<file path="src/rtl/adclp_pkg.sv">
// Package for the ASCII digit command line parser.
// Holds the shared constants, types and digit helper functions; depends on nothing.
package adclp_pkg;

    localparam int LINE_CAPACITY_DEF = 50;
    localparam int COUNT_W           = 6;
    localparam int HEAD_DEPTH        = 5;

    localparam logic [7:0] CHAR_CR    = 8'h0D;
    localparam logic [7:0] CHAR_LF    = 8'h0A;
    localparam logic [7:0] DIGIT_BASE = 8'd48;

    localparam logic [1:0] ADDR_DUAL_PAIR = 2'd1;
    localparam logic [1:0] ADDR_SINGLE_A  = 2'd2;
    localparam logic [1:0] ADDR_SINGLE_B  = 2'd3;

    // Snapshot of the line as it stands before the current byte is applied.
    typedef struct packed {
        logic [COUNT_W-1:0]               line_count;
        logic [7:0]                       digit_sum;
        logic [7:0]                       last_char;
        logic [7:0]                       previous_char;
        logic [HEAD_DEPTH-1:0][7:0]       head_bytes;
    } line_view_t;

    typedef struct packed {
        logic       ok;
        logic [1:0] target_address;
        logic [7:0] first_value;
        logic [7:0] second_value;
    } check_result_t;

    function automatic logic [7:0] dig(input logic [7:0] c);
        return c - DIGIT_BASE;
    endfunction

    // Ten times a value, mod 256, as two shifts and an add.
    function automatic logic [7:0] times_ten(input logic [7:0] v);
        return {v[4:0], 3'b000} + {v[6:0], 1'b0};
    endfunction

endpackage

</file>
<file path="src/rtl/ascii_digit_command_line_parser_unit.sv">
// Top level of the ASCII digit command line parser.
// Depends on adclp_pkg, adclp_line_state and adclp_line_check.
//
//   channel   | direction | handshake              | payload
//   ----------+-----------+------------------------+----------------------------------------
//   receive   | in        | rx_valid / rx_stall    | rx_byte
//   result    | out       | result_valid / stall   | target_address, first_value, second_value
//
// Every received word is held in the input register and is applied to the line state
// when it moves on; the result for its newline word is then loaded into the result register.
// One word can be accepted in every cycle while rx_stall is low; the line state is updated
// as the word leaves the input register, alongside the result register.
// Reset clears the line state and both valid flags. While a result waits under
// result_stall, the input register keeps taking words until it is itself full.
module ascii_digit_command_line_parser_unit #(
    parameter int LINE_CAPACITY = adclp_pkg::LINE_CAPACITY_DEF
) (
    input  logic       clk,
    input  logic       rst_n,
    input  logic       rx_valid,
    output logic       rx_stall,
    input  logic [7:0] rx_byte,
    output logic       result_valid,
    input  logic       result_stall,
    output logic [1:0] target_address,
    output logic [7:0] first_value,
    output logic [7:0] second_value
);
    import adclp_pkg::*;

    // Input register stage.
    logic       in_valid_reg;
    logic       in_valid_next;
    logic [7:0] in_byte_reg;

    // Result register stage.
    logic          out_valid_reg;
    logic          out_valid_next;
    check_result_t out_data_reg;

    logic          advance;
    line_view_t    line_view;
    check_result_t check_result;
    logic          line_done;

    // The held word moves on whenever the result register is free or being emptied.
    assign advance   = !out_valid_reg || !result_stall;
    assign rx_stall  = in_valid_reg && !advance;
    assign line_done = in_valid_reg && (in_byte_reg == CHAR_LF);

    adclp_line_state #(
        .LINE_CAPACITY(LINE_CAPACITY)
    ) u_state (
        .clk       (clk),
        .rst_n     (rst_n),
        .byte_valid(in_valid_reg && advance),
        .rx_byte   (in_byte_reg),
        .line_view (line_view)
    );

    adclp_line_check u_check (
        .line_view   (line_view),
        .check_result(check_result)
    );

    always_comb
    begin
        in_valid_next = rx_stall ? in_valid_reg : rx_valid;
        out_valid_next = out_valid_reg;
        if (advance)
        begin
            // Only a newline that passes every check produces a word.
            out_valid_next = line_done && check_result.ok;
        end
    end

    always_ff @(posedge clk or negedge rst_n)
    begin
        if (!rst_n)
        begin
            in_valid_reg  <= 1'b0;
            out_valid_reg <= 1'b0;
        end
        else
        begin
            in_valid_reg  <= in_valid_next;
            out_valid_reg <= out_valid_next;
        end
    end

    always_ff @(posedge clk)
    begin
        if (rx_valid && !rx_stall)
        begin
            in_byte_reg <= rx_byte;
        end
        if (advance && line_done && check_result.ok)
        begin
            out_data_reg <= check_result;
        end
    end

    assign result_valid   = out_valid_reg;
    assign target_address = out_data_reg.target_address;
    assign first_value    = out_data_reg.first_value;
    assign second_value   = out_data_reg.second_value;

endmodule

</file>
<file path="src/rtl/adclp_line_state.sv">
// Line state registers: count, running digit sum, last two characters and head bytes.
// Depends on adclp_pkg.
module adclp_line_state #(
    parameter int LINE_CAPACITY = adclp_pkg::LINE_CAPACITY_DEF
) (
    input  logic                  clk,
    input  logic                  rst_n,
    input  logic                  byte_valid,
    input  logic [7:0]            rx_byte,
    output adclp_pkg::line_view_t line_view
);
    import adclp_pkg::*;

    localparam logic [COUNT_W-1:0] CAP = COUNT_W'(LINE_CAPACITY);

    line_view_t view_reg;
    line_view_t view_next;
    logic [COUNT_W-1:0] base_count;
    logic [7:0]         base_sum;

    always_comb
    begin
        base_count = (view_reg.line_count >= CAP) ? '0 : view_reg.line_count;
        base_sum   = (view_reg.line_count >= CAP) ? '0 : view_reg.digit_sum;
        view_next  = view_reg;
        if (byte_valid)
        begin
            if (rx_byte == CHAR_LF)
            begin
                view_next = '0;
            end
            else if (rx_byte != CHAR_CR)
            begin
                // A line that reached capacity restarts at position zero;
                // head positions not rewritten keep their stale bytes.
                for (int i = 0; i < HEAD_DEPTH; i++)
                begin
                    if (base_count == COUNT_W'(i))
                    begin
                        view_next.head_bytes[i] = rx_byte;
                    end
                end
                view_next.line_count    = base_count + COUNT_W'(1);
                view_next.digit_sum     = base_sum + dig(rx_byte);
                view_next.previous_char = view_reg.last_char;
                view_next.last_char     = rx_byte;
            end
        end
    end

    always_ff @(posedge clk or negedge rst_n)
    begin
        if (!rst_n)
        begin
            view_reg <= '0;
        end
        else
        begin
            view_reg <= view_next;
        end
    end

    assign line_view = view_reg;

endmodule

</file>
<file path="src/rtl/adclp_line_check.sv">
// Line checker: checksum compare, address decode and value assembly for one line.
// Depends on adclp_pkg.
module adclp_line_check (
    input  adclp_pkg::line_view_t    line_view,
    output adclp_pkg::check_result_t check_result
);
    import adclp_pkg::*;

    logic [HEAD_DEPTH-1:0][7:0] view_bytes;
    logic [7:0] body_sum;
    logic [7:0] check_value;
    logic [7:0] addr_digit;
    logic       long_enough;

    always_comb
    begin
        // The terminator reads as zero at the current line length.
        for (int i = 0; i < HEAD_DEPTH; i++)
        begin
            view_bytes[i] = (line_view.line_count == COUNT_W'(i)) ? 8'd0
                                                                  : line_view.head_bytes[i];
        end
        long_enough = (line_view.line_count >= COUNT_W'(2));
        body_sum    = line_view.digit_sum - dig(line_view.last_char)
                      - dig(line_view.previous_char);
        check_value = times_ten(dig(line_view.previous_char)) + dig(line_view.last_char);
        addr_digit  = dig(view_bytes[0]);

        check_result                = '0;
        check_result.target_address = addr_digit[1:0];
        if (addr_digit == {6'd0, ADDR_DUAL_PAIR})
        begin
            check_result.first_value  = times_ten(dig(view_bytes[1])) + dig(view_bytes[2]);
            check_result.second_value = times_ten(dig(view_bytes[3])) + dig(view_bytes[4]);
        end
        else
        begin
            check_result.first_value  = dig(view_bytes[1]);
            check_result.second_value = dig(view_bytes[2]);
        end
        check_result.ok = long_enough && (check_value == body_sum)
                          && ((addr_digit == {6'd0, ADDR_DUAL_PAIR})
                              || (addr_digit == {6'd0, ADDR_SINGLE_A})
                              || (addr_digit == {6'd0, ADDR_SINGLE_B}));
    end

endmodule

</file>
<file path="config.mk">
export PLATFORM = sky130hd
export DESIGN_NAME = ascii_digit_command_line_parser_unit
export DESIGN_NICKNAME = d
export VERILOG_FILES = /design/src/rtl/adclp_pkg.sv /design/src/rtl/ascii_digit_command_line_parser_unit.sv /design/src/rtl/adclp_line_state.sv /design/src/rtl/adclp_line_check.sv
export SDC_FILE = /design/constraint.sdc
export NUM_CORES = 1
export LEC_CHECK = 0
export ABC_AREA = 0
export ABC_CLOCK_PERIOD_IN_PS = 4680
export BUFFER_PORTS_ARGS = -buffer_cell sky130_fd_sc_hd__buf_2
export CORE_ASPECT_RATIO = 1.5
export CORE_MARGIN = 5
export CORE_UTILIZATION = 45
export CTS_BUF_LIST = sky130_fd_sc_hd__clkbuf_4 sky130_fd_sc_hd__clkbuf_8
export DETAILED_ROUTE_END_ITERATION = 12
export GPL_TIMING_DRIVEN = 0
export PLACE_DENSITY_LB_ADDON = 0.05
export SLEW_MARGIN = 10
export SYNTH_ARGS = -nofsm -noshare
export SYNTH_HDL_FRONTEND = slang
export SYNTH_SLANG_ARGS = --single-unit
</file>
<file path="constraint.sdc">
create_clock -name clk -period 4.68 [get_ports clk]
set_input_delay 0.702 -clock clk [delete_from_list [all_inputs] [get_ports clk]]
set_output_delay 0.702 -clock clk [all_outputs]
set_load 0.01 [all_outputs]
</file>
==> results_dict.tcl <==
set metrics [dict create \
    status "finished, final reports clean" \
    totalWireLength_um 13800 \
    clock_skew_ps 11.4 \
    vias 4156 \
    clk_pin_slew_ps 110 \
    core_area_sq_um 13400 \
    syn_inst 571 \
    hold_viol 0 \
    startpoint_type "flip-flop" \
    hpwlAfterDp_um 11000 \
    p_int_mw 2.89 \
    htreeDepth 3 \
    yosysWarnings 0 \
    fin_crit_sh_pct 89.4 \
    via_per_inst 5.28 \
    maxCapViolCount 0 \
    die_area_sq_um 16000 \
    cts_tree "done" \
    cts_hold_buffers 0 \
    syn_area_sq_um 6090 \
    grt_pass1_vias 4514 \
    crit_buf_inv 4 \
    drc_errors 0 \
    min_path_type "in -> async" \
    grt_max_degree 58 \
    fin_nets 711 \
    drive_gt1_share_pct 15.4 \
    seqPwrFrac_pct 26.5 \
    relSlewSlack_pct 37.2 \
    grtUsageTotal_pct 18.3 \
    share_comb_of_total_power_pct 61.7 \
    setup_violations 0 \
    worst_path_largest_cell_delay_ps 640 \
    post_drt_wl_per_cell_um 17.6 \
    drt_iter0_markers 172 \
    rows 52 \
    syn_to_final_growth_pct 10.7 \
    synthFlopType "dfrtp_1" \
    critPathTopFamily "simple AND/OR/NAND/NOR gates" \
    start_util_pct 45.5 \
    syn-num-nets 662 \
    path_max_fanout 10 \
    insertion_delay_ps 390 \
    holdWs_ps 166 \
    syn_avg_cell_area_sq_um 10.7 \
    crit_chain "inv_1 > fa_1 > inv_1 > ha_1 > or2_2 > fa_1 > xnor2_1 > o21ai_0 > nor2_1 > nand4_1 > or4_1 > nor3_4 > buf_4 > buf_4" \
    switching_share_pct 42.4 \
    worst_slew_pin_slew_ps 935 \
    p_per_area_nw_per_um2 744 \
    place.gp.congestion 0.813 \
    ys_seq_elements 97 \
    final_antenna_net_count 0 \
    post-route-util_pct 50.3 \
    yosysSeqAreaShare_pct 42.0 \
    largest_reg_flops 69 \
    io_buffer_count 31 \
    synth.distinct_cells 43 \
    crit_arrival_ps 4280 \
    period_needed_ps 4180 \
    cts_root_buf "clkbuf_8" \
    dieWidth_um 105 \
    max_freq_mhz 239 \
    synth_edf_count 26 \
    first_pass_iters 4 \
    crit_type "reg -> reg" \
    cts_num_sinks 97 \
    critPathRequiredTime_ps 4770 \
    rsz0062_at_grt "false" \
    critPathCaptureType "flip-flop" \
    num_antenna_cells 0 \
    clk_path_buf_depth 2 \
    vdd_drop_max_mv 0.582 \
    p_sw_mw 2.13 \
    crit_slowest_cell "or4_1" \
    ios 32 \
    die_h_um 153 \
    grt_first_pass_wirelength_um 22900 \
    grt_overflow 0 \
    p_leak_nw 3.16 \
    synthArstFlopShare_pct 73.2 \
    antenna_found_initial 0 \
    drv_slew 0 \
    p_clk_share_pct 11.8 \
    numCtsBuffers 9 \
]
Yosys cell counts (2+ instances only):
cell	count	area (sq um)
a32o_1	4	40.0
a31oi_1	2	12.5
a21oi_1	30	150
ha_1	57	713
mux2_2	29	327
o21ai_0	35	175
a21o_1	11	82.6
or2_2	3	18.8
a22o_1	9	78.8
buf_2	2	10.0
o22ai_1	4	25.0
and2_1	26	163
dfrtp_1	71	1780
nor2_2	3	18.8
clkbuf_1	6	22.5
edfxtp_1	26	781
inv_1	49	184
nand2b_1	5	31.3
xor2_1	14	123
fa_1	22	440
nor3_1	4	20.0
nand3_1	8	40.0
o21bai_1	2	15.0
and3_1	6	37.5
nand4_1	2	12.5
nand2_1	65	244
nor2_1	21	78.8
nand3b_1	3	22.5
o31ai_1	2	15.0
xnor2_1	36	315
or3_1	2	12.5
power groups by stage:
| stage | sequential (mW) | clock, mW | combinational (mW) |
|---|---|---|---|
| finish | 1.33 | 0.590 | 3.10 |
| CTS | 1.33 | 0.606 | 3.17 |
| global route | 1.37 | 0.630 | 3.59 |
| global placement | 1.35 | 0 | 3.06 |
| detailed placement | 1.35 | 0 | 3.15 |
| floorplan | 1.28 | 0 | 2.51 |
cells in the final DEF, fill, tap and decap left out, drive strengths merged, types with 2 or more instances in the layout:
cell / count
nor2: 25
a21oi: 30
nor4: 2
nand3: 8
a21o: 11
a31oi: 2
buf: 41
clkinv: 3
and2: 26
or3: 2
and3: 6
fa: 22
inv: 52
ha: 57
nand3b: 3
clkbuf: 15
mux2: 29
nand2: 65
nand4: 2
a22o: 9
a32o: 4
nand2b: 5
or2: 3
dfrtp: 71
xnor2: 36
o31ai: 3
o21bai: 2
o21ai: 35
edfxtp: 26
nor3: 4
o22ai: 4
xor2: 14
area by class of cell:
cell class | count | area (sq um)
inverters | 50 | 188
multi-input cells | 415 | 3320
clock buffers | 9 | 124
flip-flops and latches | 97 | 2560
plain buffers | 9 | 36.3
fillers | 1251 | 6660
clock inverters | 7 | 86.3
repair buffers | 38 | 230
well taps | 162 | 203
timing repair:
| item | CTS | global route |
|---|---|---|
| resized for setup | 0 | 1 |
| endpoints found under the setup margin | 0 | 10 |
| setup buffers | 0 | 5 |
worst register-to-register path, delay by kind of cell, from the launching register on:
kind,cells,cell delay [ps]
fa+ha+maj,3,1210
xor+xnor,1,190
buf+inv,4,540
flops,1,420
compound gates,1,120
simple gates,5,1410
final timing paths:
| check | slack [ps] | from | to | cells after the start |
|---|---|---|---|---|
| max | 500 | u_state.line_view[40]$_DFFE_PN0P_ | first_value[2]$_DFFE_PP_ | 14 |
| min | 170 | rst_n | u_state.line_view[30]$_DFFE_PN0P_ | 1 |
| max reg2reg | 500 | u_state.line_view[40]$_DFFE_PN0P_ | first_value[2]$_DFFE_PP_ | 14 |
| min reg2reg | 490 | u_state.line_view[36]$_DFFE_PN0P_ | u_state.line_view[36]$_DFFE_PN0P_ | 2 |
| max in group asynchronous | 3940 | rst_n | u_state.line_view[11]$_DFFE_PN0P_ | 2 |
| min in group clk | 490 | rx_byte[4] | in_byte_reg[4]$_DFFE_PP_ | 1 |
metrics by stage:
stage               cells  cell area, sq um  worst slack (ps)  power [mW]  setup TNS [ps]
CTS                   782              6700              30.6        5.11               0
global route          787              6750               227        5.58               0
finish                787              6750               495        5.02               0
global placement      764              6450             -1120        4.41          -20050
floorplan             571              6090              10.9        3.79               0
detailed placement    766              6490              68.0        4.50               0
kinds of logic (layout without fill, tap and decap cells):
group | Yosys count | in the layout | share of synthesized area [%]
simple gates | 154 | 154 | 12.5
fa+ha+maj | 79 | 79 | 18.9
flops | 97 | 97 | 42.0
compound gates | 103 | 103 | 10.4
mux | 29 | 29 | 5.36
xor+xnor | 50 | 50 | 7.19
buf+inv | 59 | 113 | 3.68
layer usage:
layer	vias to the layer above	part of all wire [%]	global-route usage [%]
met5	-	0	0
met4	0	3.1	7.43
met3	25	2.2	2.71
met2	48	57	34.9
met1	2031	38	19.7
li1	2052	-	-
No activity file was read; power rests on OpenSTA's default activity.
